$ cat src/cosine_term_canonicalizer_assert.svh
// Assertion macros shared by the cosine term canonicalizer modules.
`ifndef COSINE_TERM_CANONICALIZER_ASSERT_SVH
`define COSINE_TERM_CANONICALIZER_ASSERT_SVH

// Same-cycle implication, checked outside reset.
`define CTC_ASSERT_IMPLY(name, clk, rst, pre, post, msg) \
   name: assert property (@(posedge clk) disable iff (rst) (pre) |-> (post)) \
      else $error(msg);

// Next-cycle implication, checked outside reset.
`define CTC_ASSERT_NEXT(name, clk, rst, pre, post, msg) \
   name: assert property (@(posedge clk) disable iff (rst) (pre) |=> (post)) \
      else $error(msg);

`endif

$ cat src/ctc_pkg.sv
// Shared types, constants and helper functions of the cosine term canonicalizer.
`default_nettype none

package ctc_pkg;

   localparam int ANGLE_BITS  = 16;
   localparam int PERIOD_BITS = ANGLE_BITS + 1;
   localparam int COEF_BITS   = 16;
   // room for four times a numerator
   localparam int WIDE_BITS   = PERIOD_BITS + 2;
   localparam int STEP_BITS   = $clog2(PERIOD_BITS + 1);
   localparam int SHIFT_BITS  = $clog2(PERIOD_BITS + 1);

   typedef logic [ANGLE_BITS-1:0]         angle_type;
   typedef logic [PERIOD_BITS-1:0]        period_type;
   typedef logic [WIDE_BITS-1:0]          wide_type;
   typedef logic [STEP_BITS-1:0]          step_type;
   typedef logic [SHIFT_BITS-1:0]         shift_type;
   typedef logic signed [COEF_BITS-1:0]   coef_type;

   localparam coef_type   COEF_MIN    = {1'b1, {(COEF_BITS-1){1'b0}}};
   localparam coef_type   COEF_MAX    = {1'b0, {(COEF_BITS-1){1'b1}}};
   localparam period_type SIXTH_DEN   = period_type'(6);
   localparam period_type QUARTER_DEN = period_type'(4);
   localparam period_type UNIT_NUM    = period_type'(1);

   typedef struct packed {
      logic signed [COEF_BITS-1:0]  coef_in;
      logic signed [ANGLE_BITS-1:0] angle_num;
      logic signed [ANGLE_BITS-1:0] period;
   } req_type;

   typedef struct packed {
      logic signed [COEF_BITS-1:0] coef_out;
      logic [ANGLE_BITS-1:0]       angle_num_out;
      logic [PERIOD_BITS-1:0]      period_out;
      logic                        period_zero;
   } rsp_type;

   typedef enum logic [1:0] {
      DIV_SEL_MOD,
      DIV_SEL_NUM,
      DIV_SEL_DEN
   } div_sel_type;

   typedef struct packed {
      logic        load;
      logic        div_start;
      div_sel_type div_sel;
      logic        take_mod;
      logic        half_fold;
      logic        quarter_fold;
      logic        gcd_init;
      logic        gcd_step;
      logic        take_num;
      logic        take_den;
      logic        finish;
   } cmd_type;

   typedef struct packed {
      logic period_zero;
      logic div_busy;
      logic gcd_done;
      logic out_free;
   } status_type;

   // Negation that maps the most negative code to the most positive one.
   function automatic coef_type neg_sat(input coef_type c);
      coef_type r;
      if (c == COEF_MIN) begin
         r = COEF_MAX;
      end else begin
         r = -c;
      end
      return r;
   endfunction

   // Unsigned magnitude of a two's complement angle field.
   function automatic angle_type magnitude(input angle_type v);
      angle_type r;
      if (v[ANGLE_BITS-1]) begin
         r = ~v + angle_type'(1);
      end else begin
         r = v;
      end
      return r;
   endfunction

endpackage

`default_nettype wire

$ cat src/ctc_divider.sv
// Restoring shift-subtract divider, one quotient bit per cycle.
`default_nettype none

module ctc_divider (
   input  wire logic               clock,
   input  wire logic               reset,
   input  wire logic               start,
   input  wire ctc_pkg::period_type dividend,
   input  wire ctc_pkg::period_type divisor,
   output logic                    busy,
   output ctc_pkg::period_type     quotient,
   output ctc_pkg::period_type     remainder
);
   import ctc_pkg::*;

   step_type   step_ff, step_in;
   period_type quo_ff, quo_in;
   period_type rem_ff, rem_in;
   period_type dvs_ff, dvs_in;

   logic [PERIOD_BITS:0] trial;
   logic [PERIOD_BITS:0] diff;
   logic                 fits;

   // One partial remainder step
   always_comb begin
      trial = {rem_ff, quo_ff[PERIOD_BITS-1]};
      diff  = trial - {1'b0, dvs_ff};
      fits  = trial >= {1'b0, dvs_ff};
   end

   always_comb begin
      step_in = step_ff;
      quo_in  = quo_ff;
      rem_in  = rem_ff;
      dvs_in  = dvs_ff;
      if (start) begin
         step_in = step_type'(PERIOD_BITS);
         quo_in  = dividend;
         rem_in  = '0;
         dvs_in  = divisor;
      end else if (step_ff != '0) begin
         step_in = step_ff - step_type'(1);
         quo_in  = {quo_ff[PERIOD_BITS-2:0], fits};
         rem_in  = fits ? diff[PERIOD_BITS-1:0] : trial[PERIOD_BITS-1:0];
      end
   end

   always_ff @(posedge clock) begin
      if (reset) begin
         step_ff <= '0;
      end else begin
         step_ff <= step_in;
      end
   end

   always_ff @(posedge clock) begin
      quo_ff <= quo_in;
      rem_ff <= rem_in;
      dvs_ff <= dvs_in;
   end

   assign busy      = (step_ff != '0);
   assign quotient  = quo_ff;
   assign remainder = rem_ff;

endmodule

`default_nettype wire

$ cat src/ctc_datapath.sv
// Datapath: operand registers, folds, binary GCD, shared divider and result register.
`default_nettype none
`include "cosine_term_canonicalizer_assert.svh"

module ctc_datapath (
   input  wire logic                clock,
   input  wire logic                reset,
   input  wire ctc_pkg::cmd_type    cmd,
   output ctc_pkg::status_type      status,
   input  wire ctc_pkg::req_type    req_data,
   output logic                     rsp_valid,
   input  wire logic                rsp_stall,
   output ctc_pkg::rsp_type         rsp_data
);
   import ctc_pkg::*;

   coef_type   coef_ff, coef_in;
   period_type num_ff, num_in;
   period_type den_ff, den_in;
   logic       zero_ff, zero_in;
   period_type gcd_a_ff, gcd_a_in;
   period_type gcd_b_ff, gcd_b_in;
   shift_type  shift_ff, shift_in;
   logic       out_valid_ff, out_valid_in;
   rsp_type    out_data_ff, out_data_in;

   angle_type  num_mag;
   angle_type  den_mag;
   wide_type   num_wide;
   wide_type   den_wide;
   logic       half_hit;
   logic       quarter_hit;
   period_type gcd_val;
   logic       gcd_done;
   logic       rule_sixth;
   logic       rule_quarter;

   period_type div_dividend;
   period_type div_divisor;
   logic       div_busy;
   period_type div_quo;
   period_type div_rem;

   // Shared divider: modulo first, then the two divisions by the GCD
   always_comb begin
      case (cmd.div_sel)
         DIV_SEL_MOD: begin
            div_dividend = num_ff;
            div_divisor  = den_ff;
         end
         DIV_SEL_NUM: begin
            div_dividend = num_ff;
            div_divisor  = gcd_val;
         end
         DIV_SEL_DEN: begin
            div_dividend = den_ff;
            div_divisor  = gcd_val;
         end
         default: begin
            div_dividend = num_ff;
            div_divisor  = den_ff;
         end
      endcase
   end

   ctc_divider u_divider (
      .clock     (clock),
      .reset     (reset),
      .start     (cmd.div_start),
      .dividend  (div_dividend),
      .divisor   (div_divisor),
      .busy      (div_busy),
      .quotient  (div_quo),
      .remainder (div_rem)
   );

   // Decisions on the current fraction
   always_comb begin
      num_mag      = magnitude(req_data.angle_num);
      den_mag      = magnitude(req_data.period);
      num_wide     = wide_type'(num_ff);
      den_wide     = wide_type'(den_ff);
      half_hit     = (num_wide << 1) > den_wide;
      quarter_hit  = (num_wide << 2) > den_wide;
      gcd_done     = (gcd_a_ff == '0) || (gcd_b_ff == '0);
      gcd_val      = (gcd_a_ff | gcd_b_ff) << shift_ff;
      rule_sixth   = !coef_ff[0] && (num_ff == UNIT_NUM) && (den_ff == SIXTH_DEN);
      rule_quarter = (num_ff == UNIT_NUM) && (den_ff == QUARTER_DEN);
   end

   // Working registers
   always_comb begin
      coef_in  = coef_ff;
      num_in   = num_ff;
      den_in   = den_ff;
      zero_in  = zero_ff;
      gcd_a_in = gcd_a_ff;
      gcd_b_in = gcd_b_ff;
      shift_in = shift_ff;
      if (cmd.load) begin
         coef_in = req_data.coef_in;
         if (den_mag == '0) begin
            num_in  = '0;
            den_in  = UNIT_NUM;
            zero_in = 1'b1;
         end else begin
            num_in  = period_type'(num_mag);
            den_in  = period_type'(den_mag);
            zero_in = 1'b0;
         end
      end else if (cmd.take_mod) begin
         num_in = div_rem;
      end else if (cmd.half_fold) begin
         if (half_hit) begin
            coef_in = neg_sat(coef_ff);
            if (den_ff[0]) begin
               num_in = (num_ff << 1) - den_ff;
               den_in = den_ff << 1;
            end else begin
               num_in = num_ff - (den_ff >> 1);
            end
         end
      end else if (cmd.quarter_fold) begin
         if (quarter_hit) begin
            coef_in = neg_sat(coef_ff);
            if (den_ff[0]) begin
               num_in = den_ff - (num_ff << 1);
               den_in = den_ff << 1;
            end else begin
               num_in = (den_ff >> 1) - num_ff;
            end
         end
      end else if (cmd.gcd_init) begin
         gcd_a_in = num_ff;
         gcd_b_in = den_ff;
         shift_in = '0;
      end else if (cmd.gcd_step) begin
         // binary GCD: strip common twos, halve a lone even operand, then odd-odd subtraction
         if (!gcd_a_ff[0] && !gcd_b_ff[0]) begin
            gcd_a_in = gcd_a_ff >> 1;
            gcd_b_in = gcd_b_ff >> 1;
            shift_in = shift_ff + shift_type'(1);
         end else if (!gcd_a_ff[0]) begin
            gcd_a_in = gcd_a_ff >> 1;
         end else if (!gcd_b_ff[0]) begin
            gcd_b_in = gcd_b_ff >> 1;
         end else if (gcd_a_ff >= gcd_b_ff) begin
            gcd_a_in = gcd_a_ff - gcd_b_ff;
         end else begin
            gcd_b_in = gcd_b_ff - gcd_a_ff;
         end
      end else if (cmd.take_num) begin
         num_in = div_quo;
      end else if (cmd.take_den) begin
         den_in = div_quo;
      end
   end

   // Result register with exact-value rules
   always_comb begin
      out_data_in = out_data_ff;
      if (cmd.finish) begin
         out_data_in.coef_out      = coef_ff;
         out_data_in.angle_num_out = num_ff[ANGLE_BITS-1:0];
         out_data_in.period_out    = den_ff;
         out_data_in.period_zero   = zero_ff;
         if (rule_sixth) begin
            out_data_in.coef_out      = coef_ff >>> 1;
            out_data_in.angle_num_out = '0;
            out_data_in.period_out    = UNIT_NUM;
         end else if (rule_quarter) begin
            out_data_in.coef_out      = '0;
            out_data_in.angle_num_out = '0;
            out_data_in.period_out    = UNIT_NUM;
         end
      end
      if (cmd.finish) begin
         out_valid_in = 1'b1;
      end else if (!rsp_stall) begin
         out_valid_in = 1'b0;
      end else begin
         out_valid_in = out_valid_ff;
      end
   end

   always_ff @(posedge clock) begin
      if (reset) begin
         out_valid_ff <= 1'b0;
      end else begin
         out_valid_ff <= out_valid_in;
      end
   end

   always_ff @(posedge clock) begin
      coef_ff     <= coef_in;
      num_ff      <= num_in;
      den_ff      <= den_in;
      zero_ff     <= zero_in;
      gcd_a_ff    <= gcd_a_in;
      gcd_b_ff    <= gcd_b_in;
      shift_ff    <= shift_in;
      out_data_ff <= out_data_in;
   end

   // Status to the controller
   always_comb begin
      status.period_zero = zero_ff;
      status.div_busy    = div_busy;
      status.gcd_done    = gcd_done;
      status.out_free    = !out_valid_ff || !rsp_stall;
   end

   assign rsp_valid = out_valid_ff;
   assign rsp_data  = out_data_ff;

   `CTC_ASSERT_IMPLY(a_mod_below_den, clock, reset, cmd.take_mod, div_rem < den_ff, "modulo not below period")
   `CTC_ASSERT_NEXT(a_quarter_bound, clock, reset, cmd.quarter_fold, (wide_type'(num_ff) << 2) <= wide_type'(den_ff), "angle above a quarter after folds")
   `CTC_ASSERT_IMPLY(a_den_divisible, clock, reset, cmd.take_den, div_rem == '0, "period not divisible by its GCD")

endmodule

`default_nettype wire

$ cat src/ctc_controller.sv
// Controller state machine sequencing one transaction through the datapath.
`default_nettype none
`include "cosine_term_canonicalizer_assert.svh"

module ctc_controller (
   input  wire logic                 clock,
   input  wire logic                 reset,
   input  wire logic                 req_valid,
   output logic                      req_stall,
   output ctc_pkg::cmd_type          cmd,
   input  wire ctc_pkg::status_type  status
);
   import ctc_pkg::*;

   typedef enum logic [3:0] {
      ST_IDLE,
      ST_CHECK,
      ST_MOD,
      ST_HALF,
      ST_QUARTER,
      ST_GCD_INIT,
      ST_GCD,
      ST_DIV_NUM,
      ST_DIV_DEN,
      ST_FINISH
   } state_type;

   state_type state_ff, state_in;

   // Next state and commands
   always_comb begin
      state_in    = state_ff;
      cmd         = '0;
      cmd.div_sel = DIV_SEL_MOD;
      case (state_ff)
         ST_IDLE: begin
            if (req_valid) begin
               cmd.load = 1'b1;
               state_in = ST_CHECK;
            end
         end
         ST_CHECK: begin
            if (status.period_zero) begin
               state_in = ST_FINISH;
            end else begin
               cmd.div_start = 1'b1;
               cmd.div_sel   = DIV_SEL_MOD;
               state_in      = ST_MOD;
            end
         end
         ST_MOD: begin
            if (!status.div_busy) begin
               cmd.take_mod = 1'b1;
               state_in     = ST_HALF;
            end
         end
         ST_HALF: begin
            cmd.half_fold = 1'b1;
            state_in      = ST_QUARTER;
         end
         ST_QUARTER: begin
            cmd.quarter_fold = 1'b1;
            state_in         = ST_GCD_INIT;
         end
         ST_GCD_INIT: begin
            cmd.gcd_init = 1'b1;
            state_in     = ST_GCD;
         end
         ST_GCD: begin
            if (status.gcd_done) begin
               cmd.div_start = 1'b1;
               cmd.div_sel   = DIV_SEL_NUM;
               state_in      = ST_DIV_NUM;
            end else begin
               cmd.gcd_step = 1'b1;
            end
         end
         ST_DIV_NUM: begin
            if (!status.div_busy) begin
               cmd.take_num  = 1'b1;
               cmd.div_start = 1'b1;
               cmd.div_sel   = DIV_SEL_DEN;
               state_in      = ST_DIV_DEN;
            end
         end
         ST_DIV_DEN: begin
            cmd.div_sel = DIV_SEL_DEN;
            if (!status.div_busy) begin
               cmd.take_den = 1'b1;
               state_in     = ST_FINISH;
            end
         end
         ST_FINISH: begin
            if (status.out_free) begin
               cmd.finish = 1'b1;
               state_in   = ST_IDLE;
            end
         end
         default: begin
            state_in = ST_IDLE;
         end
      endcase
   end

   always_ff @(posedge clock) begin
      if (reset) begin
         state_ff <= ST_IDLE;
      end else begin
         state_ff <= state_in;
      end
   end

   assign req_stall = (state_ff != ST_IDLE);

   `CTC_ASSERT_IMPLY(a_div_start_idle, clock, reset, cmd.div_start, !status.div_busy, "divider started while busy")
   `CTC_ASSERT_IMPLY(a_finish_room, clock, reset, cmd.finish, status.out_free, "result written over a pending transaction")
   `CTC_ASSERT_IMPLY(a_gcd_step_live, clock, reset, cmd.gcd_step, !status.gcd_done, "GCD stepped after completion")

endmodule

`default_nettype wire

$ cat src/cosine_term_canonicalizer.sv
// Top level of the cosine term canonicalizer: controller plus datapath.
//
//   channel | direction | handshake            | payload
//   req     | in        | req_valid/req_stall  | req_data  (coef_in, angle_num, period)
//   rsp     | out       | rsp_valid/rsp_stall  | rsp_data  (coef_out, angle_num_out,
//           |           |                      |            period_out, period_zero)
//
// One transaction at a time; the shared 17-step divider runs three times
// (modulo, numerator and period over the GCD), with the binary GCD steps
// between the first run and the other two.
// A zero period skips the divider and the GCD and goes straight to the result.
// Synchronous active-high reset clears the controller and the result valid.
// A stalled result holds in its output register while the next request is taken.
`default_nettype none

module cosine_term_canonicalizer (
   input  wire logic              clock,
   input  wire logic              reset,
   input  wire logic              req_valid,
   output logic                   req_stall,
   input  wire ctc_pkg::req_type  req_data,
   output logic                   rsp_valid,
   input  wire logic              rsp_stall,
   output ctc_pkg::rsp_type       rsp_data
);
   import ctc_pkg::*;

   cmd_type    cmd;
   status_type status;

   ctc_controller u_controller (
      .clock     (clock),
      .reset     (reset),
      .req_valid (req_valid),
      .req_stall (req_stall),
      .cmd       (cmd),
      .status    (status)
   );

   ctc_datapath u_datapath (
      .clock     (clock),
      .reset     (reset),
      .cmd       (cmd),
      .status    (status),
      .req_data  (req_data),
      .rsp_valid (rsp_valid),
      .rsp_stall (rsp_stall),
      .rsp_data  (rsp_data)
   );

endmodule

`default_nettype wire
$ cat config.mk
export PLATFORM = sky130hd
export DESIGN_NAME = cosine_term_canonicalizer
export DESIGN_NICKNAME = d
export VERILOG_FILES = /design/src/ctc_pkg.sv /design/src/ctc_divider.sv /design/src/ctc_datapath.sv /design/src/ctc_controller.sv /design/src/cosine_term_canonicalizer.sv
export VERILOG_INCLUDE_DIRS = /design/src /design/src/src
export SDC_FILE = /design/constraint.sdc
export NUM_CORES = 1
export LEC_CHECK = 0
export BUFFER_PORTS_ARGS = -buffer_cell sky130_fd_sc_hd__clkbuf_2
export CORE_UTILIZATION = 50
export CTS_CLUSTER_DIAMETER = 50
export DETAILED_ROUTE_END_ITERATION = 8
export GPL_TIMING_DRIVEN = 1
export HOLD_SLACK_MARGIN = 0.08
export PLACE_DENSITY = 0.68
export SYNTH_ARGS = -nofsm -noshare
export SYNTH_HDL_FRONTEND = slang
export SYNTH_SLANG_ARGS = --single-unit
export TNS_END_PERCENT = 100
$ cat constraint.sdc
create_clock -name clock -period 5.3 [get_ports clock]
set_input_delay 0.53 -clock clock [delete_from_list [all_inputs] [get_ports clock]]
set_output_delay 0.53 -clock clock [all_outputs]
set_load 0.1 [all_outputs]
==> results.md, run 1 <==
- Status: finished clean
- Reg2reg path depth: 9
- Final setup TNS: 0 ps
- Hold-fix buffers, CTS: 0
- Post-synthesis cell type count: 80
- Largest net degree at the start of global routing: 76
- Post-synthesis register bit count: 201
- Maximum vdd drop: 0.421 mV
- Worst setup EP type: register
- CP max FO: 16
- Post-route clock period utilization: 0.929
- Initial Util: 0.509
- Crit path arrival time: 5180 ps
- Internal: 6.59 mW
- Seq/Total Area, Yosys: 0.348
- First-pass DRT Iterations: 6
- Core area: 32500 µm²
- Clock sink total: 201
- # H-tree levels: 1
- Post-synth EDFFs: 174
- GRT Residual Overflow: 0
- Comb pwr share: 0.610
- Power Density: 736 nW/µm²
- Die H: 184 µm
- Unrepaired setup endpoints after global routing: false
- Synth top cells by count: edfxtp_1, nand2_1, a21oi_1, nor2_1, clkbuf_1
- Fillers: 3030
- Req. time, crit path: 5550 ps
- Initial antenna violation count: 1
- Fmax achieved: 0.203 GHz
- Number of global-route vias before repair: 14100
- Final min period: 4920 ps
- Final setup fails: 0
- Routed vias/inst: 6.50
- Min-Delay Endpoint: u_datapath.rsp_valid
- Sw Share: 0.512
- Final wirelength: 62300 µm
- Area Overhead vs Synth: 10.6%
- Clock power frac: 0.141
- Vias: 15500
- Ys flop type: edfxtp_1
- Number of core rows: 66
- CP Launch Type: register
- Post-synth net total: 2076
- Leakage: 7.32 nW
- First-pass GRT wire length: 90600 µm
- Max Buffers Root-to-Sink: 3
- Leading post-synthesis cells by cell area: edfxtp_1, ha_1, a21oi_1
- Post-CTS sizing: 0
- Slew margin rel.: 0.140
- Die ar.: 33900 µm²
- Synth warnings: 0
- Share of cells above drive strength 1: 0.114
- Wirelength per Cell: 26.1 µm
- Worst r2r src: u_datapath.den_ff[9]
- Die W: 184 µm
- Flop pwr share: 0.248
- Post-CTS setup buffers: 0
- Final hold viol count: 0
- Cells after Synth: 1897
- Critical path class: register to register
- Nets: 2096
- CTS Root Cell: clkbuf_16
- Post-synth top area share: 0.315
- Hold WC Path Type: input pin to register
- Clk slew on worst S/H paths: 60 ps
- Total track usage: 0.363
- Min-delay src: rsp_stall
- Detail Route Antenna Nets: 0
- Iteration-0 DRC count of the detailed router: 2025
- Synth Area per Inst: 8.74 µm²
- Sw Pwr: 6.90 mW
- PortBufs: 103
- Clock Latency Late Sink: 550 ps
- Post-synthesis instance area: 16600 µm²
- Worst setup path start: u_datapath.den_ff[9]
- Detailed-placement wirelength estimate: 47700 µm
- Reg2Reg Setup Slack: 380 ps
- Min Hold Slack: 295 ps
- DRC viols: 0
- Post-synthesis async set-or-reset flop share: 0
- Hold path depth: 3
- I/O pins: 104
- Slew Limit Fails: 0
- CTS tree: done
- Count leader, synth: edfxtp_1
- Gpl congestion: 1.03
- Max Cap Viol: 0
- TritonCTS Buffers: 28
- Worst-Margin Slew: 1260 ps
- FF-to-FF End: u_datapath.coef_ff[0]
- Clk_skew: 23.7 ps
- Leading area contributor after synthesis: edfxtp_1
flip-flops by register name, summed over array words and instances, names as in the netlist, 16 cells and up:
| name | flops |
|---|---|
| u_datapath.u_divider.remainder | 17 |
| u_datapath.u_divider.quotient | 17 |
| u_datapath.rsp_data | 50 |
| u_datapath.u_divider.dvs_ff | 17 |
| u_datapath.gcd_b_ff | 17 |
| u_datapath.den_ff | 17 |
| u_datapath.gcd_a_ff | 17 |
| u_datapath.num_ff | 17 |
| u_datapath.coef_ff | 16 |
layout by cell type (no fill, tap or decap), drive strengths merged, types with 17 or more instances in the layout:
cell,count
a211oi,19
a21o,27
a21oi,142
a221oi,26
a22o,29
a31oi,17
buf,31
clkbuf,136
dfxtp,27
edfxtp,174
ha,122
inv,132
mux2i,54
nand2,164
nand2b,22
nand3,26
nor2,139
nor2b,23
nor3,56
nor4,26
o211ai,22
o21a,17
o21ai,116
o31ai,20
or3,25
xnor2,81
xor2,33
metrics by stage:
stage / util / total power, mW / std cells / worst slack (ps) / area (µm²)
final: 0.563 / 13.5 / 2383 / 376 / 18300
after global routing: 0.563 / 14.1 / 2381 / 360 / 18300
after CTS: 0.563 / 13.2 / 2381 / 653 / 18300
after detailed placement: 0.534 / 11.3 / 2329 / 692 / 17400
after global placement: 0.534 / 11.3 / 2329 / 924 / 17400
after floorplan: - / 8.65 / 1897 / 1320 / 16600
critical path: stages (launching register included):
cell and delay (ps):
edfxtp_1 620, inv_1 160, ha_1 630, nand4_1 270, a2111oi_0 1090, o21ai_0 310, nand2_1 170, a31oi_1 190
a31oi_2 900, and3_1 280
per-layer routing:
metal  global-route usage  wire, µm
met5                    0         0
met4                0.104      1580
met3               0.0565      6350
met2                0.553     27300
met1                0.529     27000
final cells by class:
class                   instances  area (µm²)  share of cell area
diodes                          2        5.00            0.000273
clock buffers                  33         741              0.0404
clock inverters                19         203              0.0111
inverters                     128         480              0.0262
multi-input cells            1424        9830               0.536
flip-flops and latches        201        5770               0.315
well taps                     442         553              0.0302
repair buffers                134         748              0.0408
power groups by stage:
stage                     combinational, mW  clock (mW)  sequential (mW)
after floorplan                        5.41           0             3.24
after global placement                 7.96           0             3.31
final                                  8.23        1.91             3.35
after detailed placement               7.93           0             3.34
after CTS                              7.98        1.94             3.31
after global routing                   8.72        1.99             3.39
worst max-delay path by stage:
stage	end	slack, ps	cells past startpoint
floorplan	u_datapath.den_ff[0]	1320	10
global placement	u_datapath.coef_ff[0]	920	10
detailed placement	u_datapath.coef_ff[0]	690	10
CTS	u_datapath.coef_ff[0]	650	10
global route	u_datapath.coef_ff[0]	360	10
finish	u_datapath.coef_ff[0]	380	9
kinds of logic after synthesis:
| logic type | synth area share |
|---|---|
| compound gates | 0.228 |
| xor+xnor | 0.0602 |
| fa+ha+maj | 0.0981 |
| buf+inv | 0.0625 |
| flops | 0.348 |
| mux | 0.0414 |
| simple gates | 0.162 |
Note: power is estimated with default switching activity, not from simulation.
==> run 2, diff against run 1 <==
--- a/config.mk
+++ b/config.mk
@@ -7,12 +7,15 @@
 export NUM_CORES = 1
 export LEC_CHECK = 0
 export BUFFER_PORTS_ARGS = -buffer_cell sky130_fd_sc_hd__clkbuf_2
+export CORE_MARGIN = 3
 export CORE_UTILIZATION = 50
+export CTS_BUF_LIST = sky130_fd_sc_hd__clkbuf_4 sky130_fd_sc_hd__clkbuf_8
 export CTS_CLUSTER_DIAMETER = 50
 export DETAILED_ROUTE_END_ITERATION = 8
 export GPL_TIMING_DRIVEN = 1
 export HOLD_SLACK_MARGIN = 0.08
 export PLACE_DENSITY = 0.68
+export SETUP_SLACK_MARGIN = 0.5
 export SYNTH_ARGS = -nofsm -noshare
 export SYNTH_HDL_FRONTEND = slang
 export SYNTH_SLANG_ARGS = --single-unit
==> run 2 against run 1 <==
Sequential share of layout area increased by 0.11 points. Worst hold slack got worse by 80 ps. Total power decreased by 1.9%. Worst setup slack improved by 460 ps. Flip-flop and latch count unchanged. Clock-buffer cell count increased by 22. Register-to-register slack improved by 460 ps. Via count increased by 0.15%. Clock skew increased by 7.0 ps. Fmax increased by 10%. First-iteration DRC count decreased by 23%. Critical path type unchanged. Largest cell class unchanged.
==> results.md, run 2 (synthesized netlist as in run 1, its figures left out) <==
- Crit path arrival time: 4760 ps (was 5180 ps)
- Reg2Reg Setup Slack: 830 ps (was 380 ps)
- Worst r2r src: u_datapath.den_ff[1] (was u_datapath.den_ff[9])
- Post-CTS sizing: 0 (unchanged)
- Number of global-route vias before repair: 14700 (was 14100)
- Power Density: 724 nW/µm² (was 736 nW/µm²)
- First-pass GRT wire length: 92300 µm (was 90600 µm)
- Core area: 32600 µm² (was 32500 µm²)
- First-pass DRT Iterations: 6 (unchanged)
- CTS tree: done (unchanged)
- Share of cells above drive strength 1: 0.127 (was 0.114)
- Largest register FFs: 50 (unchanged)
- I/O pins: 104 (unchanged)
- Pwr Total: 13.2 mW (was 13.5 mW)
- Vias: 15500 (about the same)
- Min Hold Slack: 214 ps (was 295 ps)
- Gpl congestion: 1.08 (was 1.03)
- Maximum vdd drop: 0.467 mV (was 0.421 mV)
- Final hold viol count: 0 (unchanged)
- # H-tree levels: 2 (was 1)
- Initial Util: 0.508 (was 0.509)
- Final wirelength: 61900 µm (was 62300 µm)
- Register area: 5770 µm² (unchanged)
- Unrepaired setup endpoints after global routing: false (unchanged)
- Reg2reg path depth: 11 (was 9)
- Status: finished clean (unchanged)
- Most frequent cells in the layout: edfxtp_1, nand2_1, a21oi_1 (unchanged)
- Die ar.: 35400 µm² (was 33900 µm²)
- Hold WC Path Type: input pin to register (unchanged)
- Largest net degree at the start of global routing: 56 (was 76)
- Final setup TNS: 0 ps (unchanged)
- Multi-input gate area: 9830 µm² (about the same)
- CTS Root Cell: clkbuf_8 (was clkbuf_16)
- FF-to-FF End: u_datapath.den_ff[3] (was u_datapath.coef_ff[0])
- GR peak layer: met2 (unchanged)
- Die H: 188 µm (was 184 µm)
- PortBufs: 103 (unchanged)
- Min-delay src: rsp_stall (unchanged)
- Worst setup path start: u_datapath.den_ff[1] (was u_datapath.den_ff[9])
- Number of core rows: 66 (unchanged)
- GRT met2 Usage: 0.524 (was 0.553)
- DRC viols: 0 (unchanged)
- Final min period: 4470 ps (was 4920 ps)
- Total track usage: 0.341 (was 0.363)
- Hold-fix buffers, CTS: 0 (unchanged)
- Final setup fails: 0 (unchanged)
- Wirelength per Cell: 25.7 µm (was 26.1 µm)
- TritonCTS Buffers: 41 (was 28)
- Met3 usage in global routing: 0.0723 (was 0.0565)
- Setup crit end: u_datapath.den_ff[3] (was u_datapath.coef_ff[0])
- Clock Latency Late Sink: 610 ps (was 550 ps)
- CP Launch Type: register (unchanged)
- Clk_skew: 30.8 ps (was 23.7 ps)
- Post-CTS setup buffers: 0 (unchanged)
- Routed vias/inst: 6.45 (was 6.50)
- Worst-Margin Slew: 1040 ps (was 1260 ps)
- Clk slew on worst S/H paths: 70 ps (was 60 ps)
- Detail Route Antenna Nets: 0 (unchanged)
- Nets: 2112 (was 2096)
- Clock sink total: 201 (unchanged)
- Slew Limit Fails: 0 (unchanged)
- Critical path class: register to register (unchanged)
- Fmax achieved: 0.224 GHz (was 0.203 GHz)
- Max Cap Viol: 0 (unchanged)
- Slew margin rel.: 0.303 (was 0.140)
- Met1 usage: 0.465 (was 0.529)
- Detailed-placement wirelength estimate: 47000 µm (was 47700 µm)
- Commonest non-fill, non-tap cell in the layout: edfxtp_1 (unchanged)
- CP max FO: 14 (was 16)
- Die W: 188 µm (was 184 µm)
- Post-route clock period utilization: 0.843 (was 0.929)
- Iteration-0 DRC count of the detailed router: 1569 (was 2025)
- ANT cells: 0 (was 2)
- Initial antenna violation count: 1 (unchanged)
- Req. time, crit path: 5600 ps (was 5550 ps)
- GRT Residual Overflow: 0 (unchanged)
- Area Overhead vs Synth: 10.2% (was 10.6%)
- Worst setup EP type: register (unchanged)
- Max Buffers Root-to-Sink: 3 (unchanged)
- Fillers: 2994 (was 3030)
- Leakage: 7.34 nW (was 7.32 nW)
==> run 2: changes by cell type in the layout (fill, tap and decap cells not counted), sizes merged <==
cell / previous run / this run
diode: 2 / 0
buf: 31 / 34
clkbuf: 136 / 158
bufinv: 3 / 2
clkinv: 9 / 17
clkinvlp: 3 / 2
inv: 132 / 128
==> run 2: final cells by class <==
cell class	instances	share of cell area
multi-input combinational	1424	0.538
sequential	201	0.316
timing repair buffer	137	0.0429
clock buffer	55	0.0377
tap	442	0.0303
inverter	128	0.0263
clock inverter	21	0.00877
==> run 2: stage by stage <==
step	worst slack (ps)	area, µm²	instances	utilization
finish	833	18300	2408	0.560
global placement	968	17400	2332	0.534
global route	730	18300	2408	0.560
detailed placement	1020	17400	2332	0.534
floorplan	1320	16600	1897	-
CTS	985	18300	2408	0.560
==> run 2: worst min-delay path by stage <==
| stage | to | cells after the start | slack (ps) |
|---|---|---|---|
| global placement | u_datapath.rsp_valid | 2 | 500 |
| finish | u_datapath.rsp_valid | 3 | 210 |
| detailed placement | u_datapath.rsp_valid | 2 | 520 |
| floorplan | u_datapath.rsp_data[0] | 0 | 470 |
| global route | u_datapath.rsp_valid | 3 | 230 |
| CTS | u_datapath.rsp_valid | 3 | 190 |
==> run 2: layer usage <==
layer	part of all wire	routed length, µm
met1	0.42	26200
met2	0.44	27100
met3	0.092	5690
met4	0.047	2920
met5	0.00015	9
==> run 2: critical path, stage by stage (launching register included) <==
cell	delay (ps)
edfxtp_1	560
inv_1	230
ha_1	420
nor2b_1	470
o31ai_1	220
a2111oi_0	710
buf_4	240
o21ai_0	110
nand2_1	110
a31oi_1	180
nor3_2	640
buf_12	250
==> run 2: report_power, final <==
group	internal, mW	switching [mW]
registers	2.60	0.829
clock network	0.952	0.764
logic	2.85	5.23
total	6.40	6.83
==> run 3, diff against run 2 <==
--- a/config.mk
+++ b/config.mk
@@ -6,6 +6,7 @@
 export SDC_FILE = /design/constraint.sdc
 export NUM_CORES = 1
 export LEC_CHECK = 0
+export ABC_AREA = 1
 export BUFFER_PORTS_ARGS = -buffer_cell sky130_fd_sc_hd__clkbuf_2
 export CORE_MARGIN = 3
 export CORE_UTILIZATION = 50
@@ -14,7 +15,7 @@
 export DETAILED_ROUTE_END_ITERATION = 8
 export GPL_TIMING_DRIVEN = 1
 export HOLD_SLACK_MARGIN = 0.08
-export PLACE_DENSITY = 0.68
+export PLACE_DENSITY = 0.7
 export SETUP_SLACK_MARGIN = 0.5
 export SYNTH_ARGS = -nofsm -noshare
 export SYNTH_HDL_FRONTEND = slang
==> constraint.sdc (replaced) <==
create_clock -name clock -period 4 [get_ports clock]
set_input_delay 0.4 -clock clock [delete_from_list [all_inputs] [get_ports clock]]
set_output_delay 0.4 -clock clock [all_outputs]
set_load 0.1 [all_outputs]
==> run 3 against run 2 <==
Highest routed layer unchanged. Area after synthesis rose by 7.0%. Utilization fell by 0.30 points. Clock-buffer cell count fell by 7.
==> results.md, run 3 <==
- Detailed-placement wirelength estimate: 51300 µm (was 47000 µm)
- Min Hold Slack: 116 ps (was 214 ps)
- Clk_skew: 26.3 ps (was 30.8 ps)
- Unrepaired setup endpoints after global routing: false (unchanged)
- FF-to-FF End: u_datapath.coef_ff[0] (was u_datapath.den_ff[3])
- Reg2reg path depth: 14 (was 11)
- Clock sink total: 201 (unchanged)
- Post-route clock period utilization: 0.833 (was 0.843)
- ANT cells: 0 (unchanged)
- Fmax achieved: 0.300 GHz (was 0.224 GHz)
- Number of global-route vias before repair: 17100 (was 14700)
- Gpl congestion: 1.05 (was 1.08)
- Ys flop type: edfxtp_1 (unchanged)
- Slowest-stage cell, CP: edfxtp_1 (was a2111oi_0)
- Commonest non-fill, non-tap cell in the layout: nand2_1 (was edfxtp_1)
- Req. time, crit path: 4210 ps (was 5600 ps)
- Adder-Cell Fraction of Synth Area: 0.0917 (was 0.0981)
- CTS Root Cell: clkbuf_8 (unchanged)
- I/O pins: 104 (unchanged)
- Slowest stage delay, CP: 470 ps (was 710 ps)
- First-pass DRT Iterations: 6 (unchanged)
- Final hold viol count: 0 (unchanged)
- Core area: 34700 µm² (was 32600 µm²)
- CP Launch Type: register (unchanged)
- Max Cap Viol: 0 (unchanged)
- Setup ws final: 666 ps (was 833 ps)
- PortBufs: 103 (unchanged)
- TritonCTS Buffers: 38 (was 41)
- Clock Latency Late Sink: 590 ps (was 610 ps)
- Final wirelength: 65600 µm (was 61900 µm)
- Leading post-synthesis cells by cell area: edfxtp_1, nand2_1, ha_1 (was edfxtp_1, ha_1, a21oi_1)
- Power Density: 895 nW/µm² (was 724 nW/µm²)
- Largest net degree at the start of global routing: 62 (was 56)
- Final setup fails: 0 (unchanged)
- Min-delay src: rsp_stall (unchanged)
- Slew Limit Fails: 0 (unchanged)
- Synth Area in Compound Gates: 0.132 (was 0.228)
- Worst setup EP type: register (unchanged)
- Share of cells above drive strength 1: 0.108 (was 0.127)
- Post-synthesis cell type count: 60 (was 80)
- Xor/xnor share of the synthesized area: 0.0291 (was 0.0602)
- Slew margin rel.: 0.267 (was 0.303)
- Number of core rows: 68 (was 66)
- Largest register FFs: 50 (unchanged)
- Post-layout util: 0.557 (was 0.560)
- Setup WS pre-CTS: 687 ps (was 1020 ps)
- First-pass GRT wire length: 99600 µm (was 92300 µm)
- Reg2Reg Setup Slack: 670 ps (was 830 ps)
- Post-synthesis async set-or-reset flop share: 0 (unchanged)
- Synth warnings: 0 (unchanged)
- Final min period: 3330 ps (was 4470 ps)
- Vias: 18000 (was 15500)
- Final setup TNS: 0 ps (unchanged)
- Hold WC Path Type: input pin to register (unchanged)
- Total track usage: 0.336 (was 0.341)
- Worst r2r src: u_datapath.den_ff[2] (was u_datapath.den_ff[1])
- Leakage: 9.25 nW (was 7.34 nW)
- Area after DPL: 18500 µm² (was 17400 µm²)
- Max Buffers Root-to-Sink: 3 (unchanged)
- Critical path's most frequent cell: nand2_1
- Status: finished clean (unchanged)
- Initial antenna violation count: 1 (unchanged)
- Post-synthesis register bit count: 201 (unchanged)
- Synth Area per Inst: 6.98 µm² (was 8.74 µm²)
- # H-tree levels: 2 (unchanged)
- Seq/Total Area, Yosys: 0.325 (was 0.348)
- Post-synthesis mux area share: 0.00226 (was 0.0414)
- Synth top cells by count: nand2_1, inv_1, nand3_1, nor2_1, edfxtp_1 (was edfxtp_1, nand2_1, a21oi_1, nor2_1, clkbuf_1)
- Largest family of logic cells by synthesized area: simple AND/OR/NAND/NOR gates (was compound AO/OA/AOI/OAI gates)
- Clk slew on worst S/H paths: 60 ps (was 70 ps)
- Post-synth net total: 2720 (was 2076)
- Nets: 2781 (was 2112)
- Worst path cell trace: inv_1 > ha_2 > nand2_1 > nor2_2 > nand2_1 > nand3_1 > nand2_1 > nand2_1 > nand3_1 > nand2_1 > nand2_1 > nand2_1 > nand2_1 > nor3_1 (was inv_1 > ha_1 > nor2b_1 > o31ai_1 > a2111oi_0 > buf_4 > o21ai_0 > nand2_1 > a31oi_1 > nor3_2 > buf_12)
- Fin cells: 3085 (was 2408)
- Min-Delay Endpoint: u_datapath.rsp_valid (unchanged)
- Wirelength per Cell: 21.2 µm (was 25.7 µm)
- Critical path class: register to register (unchanged)
- Maximum vdd drop: 0.408 mV (was 0.467 mV)
- Post-synth top area share: 0.295 (was 0.315)
- DRC viols: 0 (unchanged)
- Placed Cells incl. Taps: 3014 (was 2332)
- Simple logic cell fraction of the synthesized area: 0.316 (was 0.162)
- Initial Util: 0.511 (was 0.508)
- Worst-Margin Slew: 1100 ps (was 1040 ps)
- Most frequent cells in the layout: nand2_1, inv_1, nand3_1 (was edfxtp_1, nand2_1, a21oi_1)
- Count leader, synth: nand2_1 (was edfxtp_1)
- Post-synthesis instance area: 17700 µm² (was 16600 µm²)
- Iteration-0 DRC count of the detailed router: 2001 (was 1569)
- Cells after Synth: 2541 (was 1897)
- Routed vias/inst: 5.82 (was 6.45)
- Crit path arrival time: 3550 ps (was 4760 ps)
- Post-synth EDFFs: 174 (unchanged)
- Pwr Total: 17.3 mW (was 13.2 mW)
- Die H: 194 µm (was 188 µm)
- Hold path depth: 3 (unchanged)
- Final instance area: 19300 µm² (was 18300 µm²)
- CP max FO: 7 (was 14)
- Die ar.: 37800 µm² (was 35400 µm²)
- Area Overhead vs Synth: 9.05% (was 10.2%)
- Detail Route Antenna Nets: 0 (unchanged)
- Leading area contributor after synthesis: edfxtp_1 (unchanged)
- GRT Residual Overflow: 0 (unchanged)
- Die W: 194 µm (was 188 µm)
- CTS tree: done (unchanged)
-- run 3: layout make-up --
class	instances	area [µm²]
flip-flops and latches	201	5770
well taps	455	569
inverters	344	1300
fillers	3379	15400
repair buffers	132	739
clock inverters	20	218
multi-input cells	1885	10100
clock buffers	48	604
-- run 3: where the power goes --
part	switching (mW)	leakage, nW	internal [mW]	total [mW]
Combinational	7.62	6.98	3.22	10.8
Clock	0.985	0.419	1.27	2.25
Sequential	0.800	1.85	3.42	4.22
Total	9.40	9.25	7.91	17.3
-- run 3: worst max-delay path by stage --
stage | from | to | slack, ps
final | u_datapath.den_ff[2] | u_datapath.coef_ff[0] | 670
after global routing | u_datapath.den_ff[2] | u_datapath.den_ff[15] | 520
after CTS | u_datapath.den_ff[13] | u_datapath.den_ff[14] | 660
after detailed placement | u_datapath.den_ff[13] | u_datapath.den_ff[15] | 690
after global placement | u_datapath.den_ff[13] | u_datapath.den_ff[14] | 680
after floorplan | u_datapath.den_ff[2] | u_datapath.den_ff[0] | 500
-- run 3: cell families (layout without fill, tap and decap cells) --
family,after synthesis,after routing
multiplexers,4,4
XOR/XNOR,59,59
AO/OA/AOI/OAI,419,419
adder cells (fa/ha/maj),127,127
AND/OR/NAND/NOR,1276,1276
flip-flops,201,201
buffers and inverters,455,544
-- run 3: timing repair --
| action | in CTS | in global routing |
|---|---|---|
| endpoints found under the setup margin | 0 | 40 |
| resized for setup | 0 | 4 |
| hold endpoints to repair | 1 | 0 |
| hold buffers | 1 | 0 |
| setup buffers | 0 | 2 |
-- run 3: metal layers --
layer  vias up  part of all wire  track usage
met1      8403              0.40        0.437
met4         2             0.064        0.177
met2       869              0.44        0.532
met5         -           0.00017            0
li1       8482                 -            -
met3       203             0.088       0.0666
-- run 3: critical path, delay by kind of cell, from the launching register on --
family	cells	cell delay, ps
buffers and inverters	1	270
flip-flops	1	470
AND/OR/NAND/NOR	12	1750
adder cells (fa/ha/maj)	1	470
